<file path="config.mk">
export PLATFORM = sky130hd
export DESIGN_NAME = rlle_seq_flat
export DESIGN_NICKNAME = d
export VERILOG_FILES = /design/src/rtl/rlle_pkg.sv /design/src/rtl/rlle_if.sv /design/src/rtl/rlle_seq.sv /design/src/flat_wrapper.sv
export SDC_FILE = /design/constraint.sdc
export NUM_CORES = 1
export LEC_CHECK = 0
export BUFFER_PORTS_ARGS = -buffer_cell sky130_fd_sc_hd__clkbuf_2
export CELL_PAD_IN_SITES_DETAIL_PLACEMENT = 0
export CELL_PAD_IN_SITES_GLOBAL_PLACEMENT = 1
export CORE_MARGIN = 2
export CORE_UTILIZATION = 45
export DETAILED_ROUTE_END_ITERATION = 8
export GPL_TIMING_DRIVEN = 1
export MAX_ROUTING_LAYER = met4
export PLACE_DENSITY_LB_ADDON = 0.1
export SLEW_MARGIN = 20
export SYNTH_ARGS = -nofsm -noshare
export SYNTH_HDL_FRONTEND = slang
export SYNTH_SLANG_ARGS = --single-unit
</file>
<file path="constraint.sdc">
create_clock -name clk -period 4.7 [get_ports clk]
set_clock_uncertainty 0.2 [all_clocks]
set_input_delay 0.705 -clock clk [delete_from_list [all_inputs] [get_ports clk]]
set_output_delay 0.705 -clock clk [all_outputs]
set_load 0.005 [all_outputs]
</file>
<file path="src/rtl/rlle_pkg.sv">
// Package: widths, operation codes, state encoding and RAM command type of the list engine.
`default_nettype none
package rlle_pkg;

    localparam int NODE_W    = 10;
    localparam int MAX_NODES = 1023;
    localparam int DEPTH     = MAX_NODES + 1;
    localparam int SUM_W     = 19;
    localparam int STEP_W    = $clog2(MAX_NODES + 2);
    localparam int OP_W      = 3;
    localparam int PADDR_W   = 3;
    localparam int PDATA_W   = 32;

    localparam logic [NODE_W-1:0] MAX_NODE_VAL = NODE_W'(MAX_NODES);
    localparam logic [STEP_W-1:0] MAX_STEPS    = STEP_W'(MAX_NODES + 1);

    localparam logic [OP_W-1:0] OP_INIT    = 3'd0;
    localparam logic [OP_W-1:0] OP_BEFORE  = 3'd1;
    localparam logic [OP_W-1:0] OP_AFTER   = 3'd2;
    localparam logic [OP_W-1:0] OP_SWAP    = 3'd3;
    localparam logic [OP_W-1:0] OP_REVERSE = 3'd4;
    localparam logic [OP_W-1:0] OP_REPORT  = 3'd5;

    // register index taken from paddr[2]
    localparam logic REG_LIST_SIZE = 1'b0;

    typedef enum logic [9:0] {
        ST_IDLE = 10'b00_0000_0001,
        ST_INIT = 10'b00_0000_0010,
        ST_GOTX = 10'b00_0000_0100,
        ST_RDY  = 10'b00_0000_1000,
        ST_GOTY = 10'b00_0001_0000,
        ST_E2   = 10'b00_0010_0000,
        ST_E3   = 10'b00_0100_0000,
        ST_E4   = 10'b00_1000_0000,
        ST_WALK = 10'b01_0000_0000,
        ST_DONE = 10'b10_0000_0000
    } state_t;

    typedef struct packed {
        logic [NODE_W-1:0] rd_addr;
        logic              nxt_we;
        logic [NODE_W-1:0] nxt_waddr;
        logic [NODE_W-1:0] nxt_wdata;
        logic              prv_we;
        logic [NODE_W-1:0] prv_waddr;
        logic [NODE_W-1:0] prv_wdata;
    } ram_cmd_t;

endpackage
`default_nettype wire

</file>
<file path="src/rtl/rlle_if.sv">
// Interfaces: operation request channel and result channel.
`default_nettype none
interface rlle_req_if;
    logic                       valid;
    logic                       ready;
    logic [rlle_pkg::OP_W-1:0]  op;
    logic [rlle_pkg::NODE_W-1:0] node_x;
    logic [rlle_pkg::NODE_W-1:0] node_y;
    modport source (output valid, op, node_x, node_y, input ready);
    modport sink (input valid, op, node_x, node_y, output ready);
endinterface

interface rlle_rsp_if;
    logic                        valid;
    logic                        ready;
    logic                        status;
    logic [rlle_pkg::SUM_W-1:0]  odd_sum;
    modport source (output valid, status, odd_sum, input ready);
    modport sink (input valid, status, odd_sum, output ready);
endinterface
`default_nettype wire

</file>
<file path="src/rtl/rlle_seq.sv">
// Sequencer: runs each operation as reads and writes on the two link RAMs.
`default_nettype none
module rlle_seq (
    input  wire logic                          clk,
    input  wire logic                          rst_n,
    rlle_req_if.sink                           req,
    rlle_rsp_if.source                         rsp,
    input  wire logic [rlle_pkg::NODE_W-1:0]   list_size,
    input  wire logic [rlle_pkg::NODE_W-1:0]   nxt_rdata,
    input  wire logic [rlle_pkg::NODE_W-1:0]   prv_rdata,
    output rlle_pkg::ram_cmd_t                 cmd
);

    rlle_pkg::state_t state_reg, state_next;
    logic [rlle_pkg::OP_W-1:0]   op_reg, op_next;
    logic [rlle_pkg::NODE_W-1:0] x_reg, x_next, y_reg, y_next;
    logic [rlle_pkg::NODE_W-1:0] fx_reg, fx_next, bx_reg, bx_next;
    logic [rlle_pkg::NODE_W-1:0] pre_reg, pre_next, suc_reg, suc_next;
    logic [rlle_pkg::NODE_W-1:0] by_reg, by_next, fy_reg, fy_next;
    logic [rlle_pkg::NODE_W-1:0] live_reg, live_next, cnt_reg, cnt_next;
    logic [rlle_pkg::STEP_W-1:0] steps_reg, steps_next;
    logic [rlle_pkg::SUM_W-1:0]  sum_reg, sum_next, osum_reg, osum_next;
    logic side_reg, side_next, rev_reg, rev_next, adj_reg, adj_next;
    logic par_reg, par_next, st_reg, st_next;
    logic ostat_reg, ostat_next, ovalid_reg, ovalid_next;

    logic [rlle_pkg::NODE_W-1:0] fwd_rd, bwd_rd;
    logic                        fw_en, bw_en;
    logic [rlle_pkg::NODE_W-1:0] fw_a, fw_d, bw_a, bw_d;
    logic                        accept, bad, is_edit;
    logic [rlle_pkg::NODE_W-1:0] n_sat;

    assign accept  = req.valid && req.ready;
    assign req.ready = (state_reg == rlle_pkg::ST_IDLE);
    assign fwd_rd  = side_reg ? prv_rdata : nxt_rdata;
    assign bwd_rd  = side_reg ? nxt_rdata : prv_rdata;
    assign is_edit = (req.op == rlle_pkg::OP_BEFORE) || (req.op == rlle_pkg::OP_AFTER)
                  || (req.op == rlle_pkg::OP_SWAP);
    assign bad = (req.node_x == '0) || (req.node_y == '0) || (req.node_x > live_reg)
              || (req.node_y > live_reg) || (req.node_x == req.node_y);
    assign n_sat = (list_size > rlle_pkg::MAX_NODE_VAL) ? rlle_pkg::MAX_NODE_VAL : list_size;

    assign rsp.valid   = ovalid_reg;
    assign rsp.status  = ostat_reg;
    assign rsp.odd_sum = osum_reg;

    always_comb
    begin
        state_next = state_reg;
        op_next = op_reg; x_next = x_reg; y_next = y_reg;
        fx_next = fx_reg; bx_next = bx_reg; pre_next = pre_reg; suc_next = suc_reg;
        by_next = by_reg; fy_next = fy_reg; live_next = live_reg; cnt_next = cnt_reg;
        steps_next = steps_reg; sum_next = sum_reg; side_next = side_reg;
        rev_next = rev_reg; adj_next = adj_reg; par_next = par_reg; st_next = st_reg;
        ostat_next = ostat_reg; osum_next = osum_reg; ovalid_next = ovalid_reg;
        fw_en = 1'b0; fw_a = '0; fw_d = '0;
        bw_en = 1'b0; bw_a = '0; bw_d = '0;
        cmd = '0;

        if (ovalid_reg && rsp.ready)
        begin
            ovalid_next = 1'b0;
        end

        case (state_reg)
            rlle_pkg::ST_IDLE:
            begin
                if (accept)
                begin
                    op_next   = req.op;
                    x_next    = req.node_x;
                    y_next    = req.node_y;
                    side_next = rev_reg ^ (req.op == rlle_pkg::OP_AFTER);
                    st_next   = 1'b0;
                    sum_next  = '0;
                    if (req.op == rlle_pkg::OP_INIT)
                    begin
                        live_next  = n_sat;
                        rev_next   = 1'b0;
                        cnt_next   = '0;
                        state_next = rlle_pkg::ST_INIT;
                    end
                    else if (is_edit)
                    begin
                        cmd.rd_addr = req.node_x;
                        if (bad)
                        begin
                            st_next    = 1'b1;
                            state_next = rlle_pkg::ST_DONE;
                        end
                        else
                        begin
                            state_next = rlle_pkg::ST_GOTX;
                        end
                    end
                    else if (req.op == rlle_pkg::OP_REVERSE)
                    begin
                        rev_next   = ~rev_reg;
                        state_next = rlle_pkg::ST_DONE;
                    end
                    else if (req.op == rlle_pkg::OP_REPORT)
                    begin
                        cmd.rd_addr = '0;
                        steps_next  = '0;
                        par_next    = 1'b0;
                        state_next  = (live_reg == '0) ? rlle_pkg::ST_DONE : rlle_pkg::ST_WALK;
                    end
                    else
                    begin
                        st_next    = 1'b1;
                        state_next = rlle_pkg::ST_DONE;
                    end
                end
            end
            rlle_pkg::ST_INIT:
            begin
                // fill one entry of both tables per cycle
                cmd.nxt_we    = 1'b1;
                cmd.nxt_waddr = cnt_reg;
                cmd.nxt_wdata = (cnt_reg == live_reg) ? '0 : cnt_reg + 1'b1;
                cmd.prv_we    = 1'b1;
                cmd.prv_waddr = cnt_reg;
                cmd.prv_wdata = (cnt_reg == '0) ? live_reg : cnt_reg - 1'b1;
                cnt_next      = cnt_reg + 1'b1;
                if (cnt_reg == live_reg)
                begin
                    state_next = rlle_pkg::ST_DONE;
                end
            end
            rlle_pkg::ST_GOTX:
            begin
                fx_next = fwd_rd;
                bx_next = bwd_rd;
                if (op_reg == rlle_pkg::OP_SWAP)
                begin
                    cmd.rd_addr = y_reg;
                    state_next  = rlle_pkg::ST_GOTY;
                end
                else
                begin
                    // unlink x
                    fw_en = 1'b1; fw_a = bwd_rd; fw_d = fwd_rd;
                    bw_en = 1'b1; bw_a = fwd_rd; bw_d = bwd_rd;
                    state_next = rlle_pkg::ST_RDY;
                end
            end
            rlle_pkg::ST_RDY:
            begin
                cmd.rd_addr = y_reg;
                state_next  = rlle_pkg::ST_GOTY;
            end
            rlle_pkg::ST_GOTY:
            begin
                state_next = rlle_pkg::ST_E2;
                if (op_reg != rlle_pkg::OP_SWAP)
                begin
                    fw_en = 1'b1; fw_a = x_reg; fw_d = y_reg;
                    bw_en = 1'b1; bw_a = x_reg; bw_d = bwd_rd;
                    pre_next = bwd_rd;
                end
                else if ((fx_reg == y_reg) || (bx_reg == y_reg))
                begin
                    adj_next = 1'b1;
                    if (bx_reg == y_reg)
                    begin
                        // y leads: rename so that x comes first
                        x_next = y_reg; y_next = x_reg;
                        pre_next = bwd_rd; suc_next = fx_reg;
                        fw_en = 1'b1; fw_a = bwd_rd; fw_d = x_reg;
                        bw_en = 1'b1; bw_a = x_reg; bw_d = bwd_rd;
                    end
                    else
                    begin
                        pre_next = bx_reg; suc_next = fwd_rd;
                        fw_en = 1'b1; fw_a = bx_reg; fw_d = y_reg;
                        bw_en = 1'b1; bw_a = y_reg; bw_d = bx_reg;
                    end
                end
                else
                begin
                    adj_next = 1'b0;
                    pre_next = bx_reg; suc_next = fx_reg;
                    by_next  = bwd_rd; fy_next  = fwd_rd;
                    fw_en = 1'b1; fw_a = bx_reg; fw_d = y_reg;
                    bw_en = 1'b1; bw_a = fx_reg; bw_d = y_reg;
                end
            end
            rlle_pkg::ST_E2:
            begin
                if (op_reg != rlle_pkg::OP_SWAP)
                begin
                    fw_en = 1'b1; fw_a = pre_reg; fw_d = x_reg;
                    bw_en = 1'b1; bw_a = y_reg; bw_d = x_reg;
                    state_next = rlle_pkg::ST_DONE;
                end
                else if (adj_reg)
                begin
                    fw_en = 1'b1; fw_a = x_reg; fw_d = suc_reg;
                    bw_en = 1'b1; bw_a = suc_reg; bw_d = x_reg;
                    state_next = rlle_pkg::ST_E3;
                end
                else
                begin
                    fw_en = 1'b1; fw_a = x_reg; fw_d = fy_reg;
                    bw_en = 1'b1; bw_a = x_reg; bw_d = by_reg;
                    state_next = rlle_pkg::ST_E3;
                end
            end
            rlle_pkg::ST_E3:
            begin
                if (adj_reg)
                begin
                    fw_en = 1'b1; fw_a = y_reg; fw_d = x_reg;
                    bw_en = 1'b1; bw_a = x_reg; bw_d = y_reg;
                    state_next = rlle_pkg::ST_DONE;
                end
                else
                begin
                    fw_en = 1'b1; fw_a = by_reg; fw_d = x_reg;
                    bw_en = 1'b1; bw_a = fy_reg; bw_d = x_reg;
                    state_next = rlle_pkg::ST_E4;
                end
            end
            rlle_pkg::ST_E4:
            begin
                fw_en = 1'b1; fw_a = y_reg; fw_d = suc_reg;
                bw_en = 1'b1; bw_a = y_reg; bw_d = pre_reg;
                state_next = rlle_pkg::ST_DONE;
            end
            rlle_pkg::ST_WALK:
            begin
                // one node per cycle: the read data is the next address
                if ((fwd_rd == '0) || (steps_reg > rlle_pkg::MAX_STEPS - 1'b1))
                begin
                    state_next = rlle_pkg::ST_DONE;
                end
                else
                begin
                    if (!par_reg)
                    begin
                        sum_next = sum_reg + rlle_pkg::SUM_W'(fwd_rd);
                    end
                    par_next    = ~par_reg;
                    steps_next  = steps_reg + 1'b1;
                    cmd.rd_addr = fwd_rd;
                end
            end
            rlle_pkg::ST_DONE:
            begin
                if (!ovalid_reg || rsp.ready)
                begin
                    ovalid_next = 1'b1;
                    ostat_next  = st_reg;
                    osum_next   = sum_reg;
                    state_next  = rlle_pkg::ST_IDLE;
                end
            end
            default:
            begin
                state_next = rlle_pkg::ST_IDLE;
            end
        endcase

        if (fw_en || bw_en)
        begin
            cmd.nxt_we    = side_reg ? bw_en : fw_en;
            cmd.nxt_waddr = side_reg ? bw_a : fw_a;
            cmd.nxt_wdata = side_reg ? bw_d : fw_d;
            cmd.prv_we    = side_reg ? fw_en : bw_en;
            cmd.prv_waddr = side_reg ? fw_a : bw_a;
            cmd.prv_wdata = side_reg ? fw_d : bw_d;
        end
    end

    always_ff @(posedge clk or negedge rst_n)
    begin
        if (!rst_n)
        begin
            state_reg <= rlle_pkg::ST_IDLE;
            op_reg <= '0; x_reg <= '0; y_reg <= '0;
            fx_reg <= '0; bx_reg <= '0; pre_reg <= '0; suc_reg <= '0;
            by_reg <= '0; fy_reg <= '0; live_reg <= '0; cnt_reg <= '0;
            steps_reg <= '0; sum_reg <= '0; side_reg <= 1'b0; rev_reg <= 1'b0;
            adj_reg <= 1'b0; par_reg <= 1'b0; st_reg <= 1'b0;
            ostat_reg <= 1'b0; osum_reg <= '0; ovalid_reg <= 1'b0;
        end
        else
        begin
            state_reg <= state_next;
            op_reg <= op_next; x_reg <= x_next; y_reg <= y_next;
            fx_reg <= fx_next; bx_reg <= bx_next; pre_reg <= pre_next; suc_reg <= suc_next;
            by_reg <= by_next; fy_reg <= fy_next; live_reg <= live_next; cnt_reg <= cnt_next;
            steps_reg <= steps_next; sum_reg <= sum_next; side_reg <= side_next;
            rev_reg <= rev_next; adj_reg <= adj_next; par_reg <= par_next; st_reg <= st_next;
            ostat_reg <= ostat_next; osum_reg <= osum_next; ovalid_reg <= ovalid_next;
        end
    end

    a_init_fill: assert property (@(posedge clk) disable iff (!rst_n)
        (state_reg == rlle_pkg::ST_INIT) |-> (cmd.nxt_we && cmd.prv_we))
        else $error("init must write both link tables");

    a_bad_edit: assert property (@(posedge clk) disable iff (!rst_n)
        (accept && is_edit && bad) |=> (state_reg == rlle_pkg::ST_DONE) && st_reg)
        else $error("flagged edit must finish with bad status");

    a_reverse: assert property (@(posedge clk) disable iff (!rst_n)
        (accept && (req.op == rlle_pkg::OP_REVERSE)) |=> (rev_reg != $past(rev_reg)))
        else $error("reverse must toggle direction");

    a_walk_bound: assert property (@(posedge clk) disable iff (!rst_n)
        (state_reg == rlle_pkg::ST_WALK) |-> (steps_reg <= rlle_pkg::MAX_STEPS))
        else $error("report walk past its bound");

endmodule
`default_nettype wire

</file>
<file path="src/flat_wrapper.sv">
// flat-port wrapper written by rule: the top's interface ports become plain ports
module rlle_seq_flat 
  (clk, rst_n, list_size, nxt_rdata, prv_rdata, cmd, req_valid, req_op, req_node_x, req_node_y, req_ready, rsp_valid, rsp_status, rsp_odd_sum, rsp_ready);
  rlle_req_if req_i ();
  rlle_rsp_if rsp_i ();
  input  wire logic clk;
  input  wire logic rst_n;
  input  wire logic [rlle_pkg::NODE_W-1:0] list_size;
  input  wire logic [rlle_pkg::NODE_W-1:0] nxt_rdata;
  input  wire logic [rlle_pkg::NODE_W-1:0] prv_rdata;
  output rlle_pkg::ram_cmd_t cmd;
  input wire logic [$bits(req_i.valid)-1:0] req_valid;
  input wire logic [$bits(req_i.op)-1:0] req_op;
  input wire logic [$bits(req_i.node_x)-1:0] req_node_x;
  input wire logic [$bits(req_i.node_y)-1:0] req_node_y;
  output wire logic [$bits(req_i.ready)-1:0] req_ready;
  output wire logic [$bits(rsp_i.valid)-1:0] rsp_valid;
  output wire logic [$bits(rsp_i.status)-1:0] rsp_status;
  output wire logic [$bits(rsp_i.odd_sum)-1:0] rsp_odd_sum;
  input wire logic [$bits(rsp_i.ready)-1:0] rsp_ready;
  assign req_i.valid = req_valid;
  assign req_i.op = req_op;
  assign req_i.node_x = req_node_x;
  assign req_i.node_y = req_node_y;
  assign req_ready = req_i.ready;
  assign rsp_valid = rsp_i.valid;
  assign rsp_status = rsp_i.status;
  assign rsp_odd_sum = rsp_i.odd_sum;
  assign rsp_i.ready = rsp_ready;
  rlle_seq u_core (.clk(clk), .rst_n(rst_n), .req(req_i), .rsp(rsp_i), .list_size(list_size), .nxt_rdata(nxt_rdata), .prv_rdata(prv_rdata), .cmd(cmd));
endmodule
</file>
# After elaboration in Yosys (flattened, before gate mapping)
# Index checks and enable logic that the tools add are counted.
# totals
wordCells,208
ff_bits,169
input_bits,57
# op_classes
bitwise_logic,5
add_sub_neg,4
order_cmp,4
muxes,102
eq_ne,36
reduce_logical,35
# ops
op,count
$mux W10,58
$pmux W10 S5,4
$pmux W10 S10,1
$mux W42,2
$mux W11,6
$pmux W10 S2,3
$mux W19,3
$logic_not A10 Y1,5
$eq A10 B10 Y1,4
$pmux W10 S4,1
$pmux W19 S2,1
$pmux W11 S2,1
$gt A10 B10 Y1,2
$ne A2 B2 Y1 const B,10
$add A19 B10 Y19,1
$mux W1,19
$reduce_and A4 Y1,3
$add A11 B1 Y11 const B,1
$gt A11 B10 Y1 const B,1
$add A10 B1 Y10 const B,1
$eq A10 B1 Y1 const B,1
$eq A10 B10 Y1 const B,1
$eq A10 B2 Y1 const B,1
$eq A10 B3 Y1 const B,1
27 further kinds,55

# Depth between registers and ports, before layout
# Gate-level depths: netlist (run 1).
# logic_depth
ltp_word,10
mapped_depth,13

# Worst setup path after synthesis (run 1)
# Ideal clock, no wire load.
# synth_timing
path_kind,register to register
startpoint,register u_core.side_reg
endpoint,register u_core.sum_reg[12] (netlist bit)
slack_ps,966
arrival_time_ps,3403
n_path_buf,2
setup_time_ps,131
path_stages_with_launch,14
required_ps,4369
synth_period_minus_slack_ps,3734
path_cell_list,dfrtp_1 buf_2 buf_1 mux2i_1 inv_1 ha_1 fa_1 a21oi_1 o211ai_1 o41ai_1 o21ai_0 nand4_1 xor2_1 nor2_1
# synth_via
elab_chain_cells,5
elab_cells_between_ends,9
classes_between,add/sub (1); eq/ne (1); mux (4); reduce/logical (3)
# synth_rtl
element,line,text
start: declaration,rlle_seq.sv:23,"logic side_reg, side_next, rev_reg, rev_next, adj_reg, adj_next;"
start signal: assignment,rlle_seq.sv:293,steps_reg <= steps_next; sum_reg <= sum_next; side_reg <= side_next;
$mux W10 *,rlle_seq.sv:35,assign fwd_rd = side_reg ? prv_rdata : nxt_rdata;
via u_core.fwd_rd (one bit),rlle_seq.sv:27,"logic [rlle_pkg::NODE_W-1:0] fwd_rd, bwd_rd;"
$add A19 B10 Y19 or $logic_not A10 Y1 (tied branches),"rlle_seq.sv:241, rlle_seq.sv:233",
$mux W19 or $logic_or A1 B1 Y1 (tied branches),"rlle_seq.sv:239, rlle_seq.sv:233",
$mux W19 or $ne A2 B2 Y1 (tied branches),n/a,
$pmux W19 S2 or $reduce_and A4 Y1 (tied branches),n/a,
end signal: assignment,rlle_seq.sv:293,
end: declaration,rlle_seq.sv:22,"logic [rlle_pkg::SUM_W-1:0] sum_reg, sum_next, osum_reg, osum_next;"
# The timed path passes the listed nets; every way through them passes the cells marked *. The select of a mux whose other input is x is not followed.
# A chain may end at the register's enable or synchronous reset.

==> metrics, run 1 <==
outcome=finished with violations; failing checks=DRC; crit-path max cell delay=720 ps; unrepaired setup endpoints after global routing=false; CTS tree=yes; H-tree levels=4; final wirelength=49.9 mm; Residual DRC=12; DP Wirelength=37.6 mm; Pleak=6.32 nW; Clock Tree Buf Depth=2; antenna viol nets, final=0; Worst EP arrival=3580 ps; final hold violations=0; Netlist cell types=82; GRT Overall Usage=0.368; setup tns final=0 ps; Critical Path RT=3800 ps; R2R Setup Slk=930 ps; placed cells=1,865; Post-Synthesis Cell Area=0.0120 mm^2; CP Max Fanout=12; reg2reg path depth=12; Post-Synthesis Net Count=1,529; power per cell area=501 mW/mm^2; average routed wire per standard cell=26.3 um; RD Place Congestion=1.03; Pins Over Slew Limit=0; Hold Crit Class=primary input to async pin; Nets=1,640; worst flop-to-flop path endpoint=u_core.sum_reg[12]$_DFFE_PN0P_; CTS Sinks=169; Seq cells post-synth=169; Port Buffer Count=130; initial DRC count=1,547; Worst-Margin Slew=963 ps; Antenna diodes=0; Clock Tree Root=clkbuf_16; Synth Instances=1,438; drt pass-1 iters=7; die area=0.0280 mm^2; area delta synth->final=15.3%; Post-synth EDFFs=0; Max IR drop VDD=0.261 mV; syn_area_per_cell=8.33 um^2; Hold Buf Count CTS=0; CP Capture Type=primary output; max-cap violation count=0; Initial Utilization=0.459; # IOs=131; via count=12,169; initial antenna violation count=0; Row Count=59; Slowest cell on crit path=nor4b_1; Fmax=0.223 GHz; crit start category=flop; Seq/Total Area, Yosys=0.353; Post-CTS Setup Bufs=0; CTS buffer count=17; pin count of the biggest net entering global routing=95; Rel. slew slack=0.358; fin crit share=0.955; yosys warns=0; crit path cell chain=nor4b_1, nand4_1, buf_4, nor4_2, or3_1, a22o_1, nor3b_1, o22ai_1, clkbuf_2; ys flop type=dfrtp_1; Final Setup Violations=0; first-pass GRT wire length=74.5 mm; number of global-route vias before repair=11,308; Crit Path Category=flop to primary output; chip width=167 um; height of the die=167 um; Vias/cell=6.41; asr flop ratio synth=1.00; Tmin final=4490 ps; share of layout cells above drive strength 1=0.191; Reg clk slew, reported paths=90 ps; core footprint=0.0261 mm^2; Remaining Overflow, GRT=0; Reg2Reg Launch Point=u_core.side_reg$_DFFE_PN0P_; post-CTS resize count=0; final std cells w/o fill=1,897; worst skew pair latency=460 ps
## metrics by stage
stage	total power [mW]	hold slack (ps)	setup slack (ps)	util	instance area, um^2
floorplan	4.05	209	966	-	12000
global placement	5.35	281	782	0.505	13200
detailed placement	5.38	285	744	0.505	13200
CTS	6.88	150	282	0.529	13800
global route	7.30	187	45.6	0.529	13800
finish	6.93	90.6	211	0.529	13800
## synthesized netlist by cell type, types with 6 or more instances
cell / n / area [um^2]
clkbuf_1: 82 / 308
buf_1: 12 / 45.0
and3_1: 14 / 87.6
a31oi_1: 10 / 62.6
o21ai_0: 148 / 741
nand2_1: 192 / 721
o221ai_1: 16 / 140
a21oi_1: 55 / 275
a221o_1: 31 / 310
a221oi_1: 17 / 149
nand3_1: 39 / 195
nor4_1: 18 / 113
a211oi_1: 11 / 82.6
nor2b_1: 8 / 50.1
nand2b_1: 6 / 37.5
buf_2: 10 / 50.1
or3_1: 8 / 50.1
nor2_1: 135 / 507
a22oi_1: 22 / 165
nand4_1: 30 / 188
a222oi_1: 6 / 60.1
xor2_1: 34 / 298
mux2_2: 36 / 405
and2_1: 11 / 68.8
dfrtp_1: 168 / 4200
xnor2_1: 37 / 324
mux2i_1: 42 / 420
o211ai_1: 7 / 52.6
inv_1: 46 / 173
o31ai_1: 9 / 67.6
o22ai_1: 18 / 113
ha_1: 33 / 413
nor3_1: 20 / 100
## kinds of logic (layout without fill, tap and decap cells)
| logic type | count (synthesis) | count (layout) | share of synthesized area |
|---|---|---|---|
| and+or+nand+nor | 522 | 522 | 0.211 |
| AOI/OAI and AO/OA | 409 | 409 | 0.229 |
| buffers and inverters | 155 | 279 | 0.0503 |
| adders and majority gates | 34 | 34 | 0.0361 |
| xor gates and xnor gates | 71 | 71 | 0.0519 |
| DFF | 169 | 169 | 0.353 |
| muxes | 78 | 78 | 0.0689 |
## how the worst max path moves through the flow
stage	cells after the start	slack (ps)	to	start
floorplan	13	970	u_core.sum_reg[12]$_DFFE_PN0P_	u_core.side_reg$_DFFE_PN0P_
global placement	7	780	cmd[44]	prv_rdata[5]
detailed placement	7	740	cmd[44]	prv_rdata[5]
CTS	8	280	cmd[2]	u_core.state_reg[6]$_DFFE_PN0P_
global route	9	50	cmd[29]	u_core.state_reg[6]$_DFFE_PN0P_
finish	9	210	cmd[29]	u_core.state_reg[6]$_DFFE_PN0P_
## layout make-up
type / count / area, um^2
clock buffer: 18 / 439
clock inverter: 14 / 170
fill: 2543 / 12300
inverter: 48 / 180
multi-input combinational: 1114 / 7190
sequential: 169 / 4230
tap: 335 / 419
timing repair buffer: 199 / 1190
## critical path, delay by kind of cell (launching register included)
kind / cells / cell delay (ps)
and+or+nand+nor: 5 / 1770
AOI/OAI and AO/OA: 2 / 490
DFF: 1 / 470
buffers and inverters: 2 / 390
## routing by layer
layer | up-vias | global-route usage | share of wire
li1 | 5494 | - | -
met1 | 5943 | 0.481 | 0.42
met2 | 608 | 0.565 | 0.45
met3 | 124 | 0.0695 | 0.082
met4 | 0 | 0.148 | 0.041
met5 | - | - | 0
## cells in the final DEF, fill, tap and decap left out, types with 34 or more instances in the layout
cell type	count
xnor2_1	37
dfrtp_1	167
mux2_2	36
nor2_1	135
nand2_1	192
inv_1	46
o21ai_0	148
a21oi_1	55
buf_4	68
nand3_1	38
mux2i_1	42
clkbuf_2	129
xor2_1	34
## power by group
group / switching [mW] / internal, mW
Combinational: 1.76 / 1.18
Clock: 0.751 / 0.738
Sequential: 0.739 / 1.76
Total: 3.25 / 3.68
No activity file was read; power rests on OpenSTA's default activity.
==> inputs of run 2 (changes only) <==
--- a/config.mk
+++ b/config.mk
@@ -9,7 +9,7 @@
 export CELL_PAD_IN_SITES_DETAIL_PLACEMENT = 0
 export CELL_PAD_IN_SITES_GLOBAL_PLACEMENT = 1
 export CORE_MARGIN = 2
-export CORE_UTILIZATION = 45
+export CORE_UTILIZATION = 30
 export DETAILED_ROUTE_END_ITERATION = 8
 export GPL_TIMING_DRIVEN = 1
 export MAX_ROUTING_LAYER = met4
==> metrics, run 2 (synthesized netlist as in run 1, its figures left out) <==
outcome=finished, final reports clean; power per cell area=495 mW/mm^2; Remaining Overflow, GRT=0; DR top layer=met4; Residual DRC=0; max-cap violation count=0; Rel. slew slack=0.352; DP Wirelength=40.7 mm; CP Max Fanout=15; Worst EP arrival=3590 ps; number of global-route vias before repair=11,388; Crit Path Category=flop to primary output; initial antenna violation count=0; commonest non-fill, non-tap cell in the layout=nand2_1; share of layout cells above drive strength 1=0.196; GRT Overall Usage=0.270; Worst-Margin Slew=973 ps; crit start category=flop; Design Power=6.98 mW; Fmax=0.223 GHz; fin area=0.0141 mm^2; WL met1=23.6 mm; antenna viol nets, final=0; final hold violations=0; Port Buffer Count=130; pin count of the biggest net entering global routing=81; Clock Tree Buf Depth=2; H-tree levels=4; Reg2Reg Launch Point=u_core.state_reg[6]$_DFFE_PN0P_; Initial Utilization=0.303; met2 wire length=24.2 mm; Hold Crit Class=primary input to async pin; Hold Buf Count CTS=0; final wirelength=53.7 mm; CP Launch Point=u_core.y_reg[1]$_DFFE_PN0P_; Max IR drop VDD=0.298 mV; Reg clk slew, reported paths=70 ps; RD Place Congestion=0.988; Clock Tree Root=clkbuf_16; Row Count=73; Critical Path RT=3800 ps; unrepaired setup endpoints after global routing=false; worst skew pair latency=500 ps; Tmin final=4490 ps; most frequent cells in the layout=nand2_1 (192), dfrtp_1 (167), o21ai_0 (148), nor2_1 (135), clkbuf_2 (129); CTS buffer count=17; chip width=204 um; CP Capture Type=primary output; CTS tree=yes; Pleak=6.33 nW; average routed wire per standard cell=25.6 um; Vias/cell=5.71; Placed Area=0.0135 mm^2; CTS Sinks=169; Nets=1,647; # IOs=131; core footprint=0.0395 mm^2; Antenna diodes=0; die area=0.0416 mm^2; setup tns final=0 ps; via count=11,953; initial DRC count=1,064; drt pass-1 iters=5; met3 WL=3.90 mm; Pins Over Slew Limit=0; fin crit share=0.956; first-pass GRT wire length=78.8 mm; area delta synth->final=17.7%; height of the die=204 um; Final Setup Violations=0
-- run 2: changes by cell type in the layout (fill, tap and decap cells not counted), sizes merged --
cell	change
buf	+7
bufinv	+1
clkbuf	+1
clkinv	-3
clkinvlp	+5
inv	-4
-- run 2: routing by layer --
layer / track usage / vias to the layer above
met1: 0.355 / 5862
met5: - / -
met2: 0.405 / 487
met3: 0.0587 / 91
li1: - / 5513
met4: 0.107 / 0
-- run 2: report_power, final --
part | switching [mW] | total (mW) | internal, mW | leakage [nW]
clock network | 0.723 | 1.49 | 0.771 | 0.276
registers | 0.764 | 2.52 | 1.76 | 1.99
logic | 1.76 | 2.96 | 1.20 | 4.07
total | 3.25 | 6.98 | 3.73 | 6.33
-- run 2: worst paths after layout --
check	endpoint	slack (ps)	cells past startpoint
setup / recovery	cmd[22]	210	11
max in group asynchronous	u_core.state_reg[0]$_DFFE_PN1P_	3260	2
hold / removal	u_core.bx_reg[3]$_DFFE_PN0P_	40	1
min in group clk	u_core.live_reg[2]$_DFFE_PN0P_	240	2
hold reg to reg	u_core.sum_reg[18]$_DFFE_PN0P_	300	1
setup reg to reg	u_core.sum_reg[14]$_DFFE_PN0P_	970	7
-- run 2: final cells by class --
type | instances | area [um^2]
well taps | 525 | 657
clock buffers | 19 | 453
fillers | 4129 | 25400
multi-input cells | 1114 | 7210
flip-flops and latches | 169 | 4230
clock inverters | 13 | 140
repair buffers | 206 | 1240
inverters | 48 | 180
-- run 2: per-stage QoR --
stage                      util  hold WS, ps  setup WS, ps  cells
after floorplan               -          209           966   1438
after global placement    0.341          281           669   2061
after detailed placement  0.341          294           640   2061
after CTS                 0.356         83.8          60.3   2093
after global routing      0.357          109          21.2   2094
final                     0.357         39.2           206   2094
-- run 2: critical path, stage by stage, from the launching register on --
cell and delay (ps):
dfrtp_1 700, xnor2_1 180, nand4_1 110, buf_4 180, o31a_1 490, buf_4 260
buf_4 190, a31oi_1 270, o221ai_1 310, nor2_1 170, o22ai_1 100, clkbuf_2 120
-- run 2: what timing repair did --
action,CTS,global route
gates resized for setup,0,1
endpoints found under the hold margin,0,0
endpoints found under the setup margin,0,9
setup buffers,0,1
==> inputs of run 3 (changes only) <==
--- a/config.mk
+++ b/config.mk
@@ -5,7 +5,9 @@
 export SDC_FILE = /design/constraint.sdc
 export NUM_CORES = 1
 export LEC_CHECK = 0
-export BUFFER_PORTS_ARGS = -buffer_cell sky130_fd_sc_hd__clkbuf_2
+export ABC_AREA = 1
+export ABC_CLOCK_PERIOD_IN_PS = 4700
+export BUFFER_PORTS_ARGS = -buffer_cell sky130_fd_sc_hd__buf_4
 export CELL_PAD_IN_SITES_DETAIL_PLACEMENT = 0
 export CELL_PAD_IN_SITES_GLOBAL_PLACEMENT = 1
 export CORE_MARGIN = 2
==> metrics, run 3 <==
area delta synth->final=16.3%; Residual DRC=0; RD Place Congestion=0.965; Max IR drop VDD=0.292 mV; Post-synth EDFFs=0; Reg clk slew, reported paths=70 ps; final std cells w/o fill=2,898; area of the multi-input gates=0.00825 mm^2; core footprint=0.0455 mm^2; Antenna diodes=0; Post-Synthesis Net Count=2,277; most frequent cells in the layout=nand2_1 (664), nand3_1 (242), inv_1 (227), nor2_1 (193), buf_4 (170); Clock Tree Buf Depth=2; asr flop ratio synth=1.00; Final Setup Violations=0; Reg area=0.00423 mm^2; DP Wirelength=50.2 mm; syn_area_per_cell=6.35 um^2; Design Power=8.14 mW; reg2reg path depth=10; power per cell area=504 mW/mm^2; placed cells=2,868; Worst EP arrival=3560 ps; Seq cells post-synth=169; Netlist cell types=57; ys flop type=dfrtp_1; setup tns final=0 ps; commonest non-fill, non-tap cell in the layout=nand2_1; Seq/Total Area, Yosys=0.305; Pleak=8.43 nW; # fillers=5,094; Placement Setup Slack=521 ps; Vias/cell=5.26; Commonest cells post-synth=nand2_1 (665), nand3_1 (242), inv_1 (228); final hold violations=0; drt pass-1 iters=7; GRT Overall Usage=0.285; yosys warns=0; chip width=219 um; die area=0.0480 mm^2; number of global-route vias before repair=15,064; H-tree levels=4; largest area contributor in the synthesized netlist=dfrtp_1; CTS Sinks=169; final wirelength=65.1 mm; final worst setup slack=238 ps; CTS buffer count=17; initial DRC count=1,310; # IOs=131; Post-CTS Setup Bufs=0; Critical Path RT=3800 ps; Synth Instances=2,186; Row Count=78; largest cells by area after synthesis=dfrtp_1 (30%), nand2_1 (18%), nand3_1 (8.7%); max-cap violation count=0; most instantiated library cell after synthesis=nand2_1; first-pass GRT wire length=96.9 mm; outcome=finished, final reports clean; Crit Path Category=flop to primary output; Tmin final=4460 ps; Fmax=0.224 GHz; antenna viol nets, final=0; pin count of the biggest net entering global routing=99; fin crit share=0.949; height of the die=219 um; CP Capture Type=primary output; Clock Tree Root=clkbuf_16; Yosys top cell area share=0.303; worst skew pair latency=520 ps; initial antenna violation count=1; Hold Crit Class=primary input to async pin; Rel. slew slack=0.342; Pins Over Slew Limit=0; Post-Synthesis Cell Area=0.0139 mm^2; unrepaired setup endpoints after global routing=false; Remaining Overflow, GRT=0; crit start category=flop; CTS tree=yes; via count=15,255; average routed wire per standard cell=22.5 um; share of layout cells above drive strength 1=0.129; R2R Setup Slk=1230 ps; worst flop-to-flop path endpoint=u_core.sum_reg[7]$_DFFE_PN0P_; Initial Utilization=0.305; Hold Buf Count CTS=0; Worst-Margin Slew=977 ps; CP Max Fanout=21; Nets=2,378; Port Buffer Count=130; Reg2Reg Launch Point=u_core.side_reg$_DFFE_PN0P_
==> run 3: critical path, stage by stage (launching register included) <==
cell and delay, ps:
dfrtp_2 510, inv_1 270, nand2_1 120, nand2_1 50, nor2_1 80, nand2_1 290, inv_2 310, nand2_1 150
nand3_1 120, buf_4 280, nand2_1 100, inv_2 190, nand3_1 170, nand3_1 100, nand2_1 80, nand2_1 80
buf_4 110
==> run 3: power by group <==
group          leakage (nW)  internal [mW]  switching (mW)
sequential             2.01           1.85           0.660
combinational          6.15           1.28            2.86
clock                 0.266          0.759           0.721
total                  8.43           3.89            4.24
==> run 3: final cells by class <==
class / instances / area share
Multi-Input combinational cell: 1665 / 0.511
Tap cell: 600 / 0.0465
Inverter: 259 / 0.0602
Sequential cell: 169 / 0.262
Clock inverter: 11 / 0.00713
Clock buffer: 19 / 0.0280
Timing Repair Buffer: 175 / 0.0848
==> run 3: per-layer routing <==
metal,up-vias,part of all wire,global-route usage
li1,7374,-,-
met2,496,0.48,0.466
met5,-,0,-
met4,0,0.053,0.151
met3,144,0.045,0.0380
met1,7241,0.42,0.341
==> run 3: through the flow <==
step	instance area [um^2]	hold WS, ps	utilization
4_1_cts	16100	126	0.355
6_report	16100	63.9	0.355
3_3_place_gp	15600	268	0.342
2_1_floorplan	13900	209	-
5_1_grt	16100	142	0.355
3_5_place_dp	15600	279	0.342
==> run 3: cells by family (layout without fill, tap and decap cells) <==
family | Yosys count | count (layout) | share of synthesized area
AOI/OAI and AO/OA | 348 | 348 | 0.144
xor gates and xnor gates | 31 | 31 | 0.0196
adders and majority gates | 34 | 34 | 0.0312
buffers and inverters | 352 | 464 | 0.102
DFF | 169 | 169 | 0.305
muxes | 13 | 13 | 0.0105
and+or+nand+nor | 1239 | 1239 | 0.388
==> run 3: timing repair <==
item	4_1_cts	5_1_grt
endpoints found under the setup margin	12	31
gates resized for setup	1	3
cloned	0	0
==> run 3: worst max path at each step <==
stage / start / end
finish: u_core.y_reg[1]$_DFFE_PN0P_ / cmd[3]
global route: u_core.y_reg[3]$_DFFE_PN0P_ / cmd[32]
CTS: u_core.y_reg[1]$_DFFE_PN0P_ / cmd[27]
floorplan: u_core.cnt_reg[0]$_DFFE_PN0P_ / cmd[3]
detailed placement: u_core.y_reg[1]$_DFFE_PN0P_ / cmd[27]
global placement: u_core.y_reg[1]$_DFFE_PN0P_ / cmd[27]
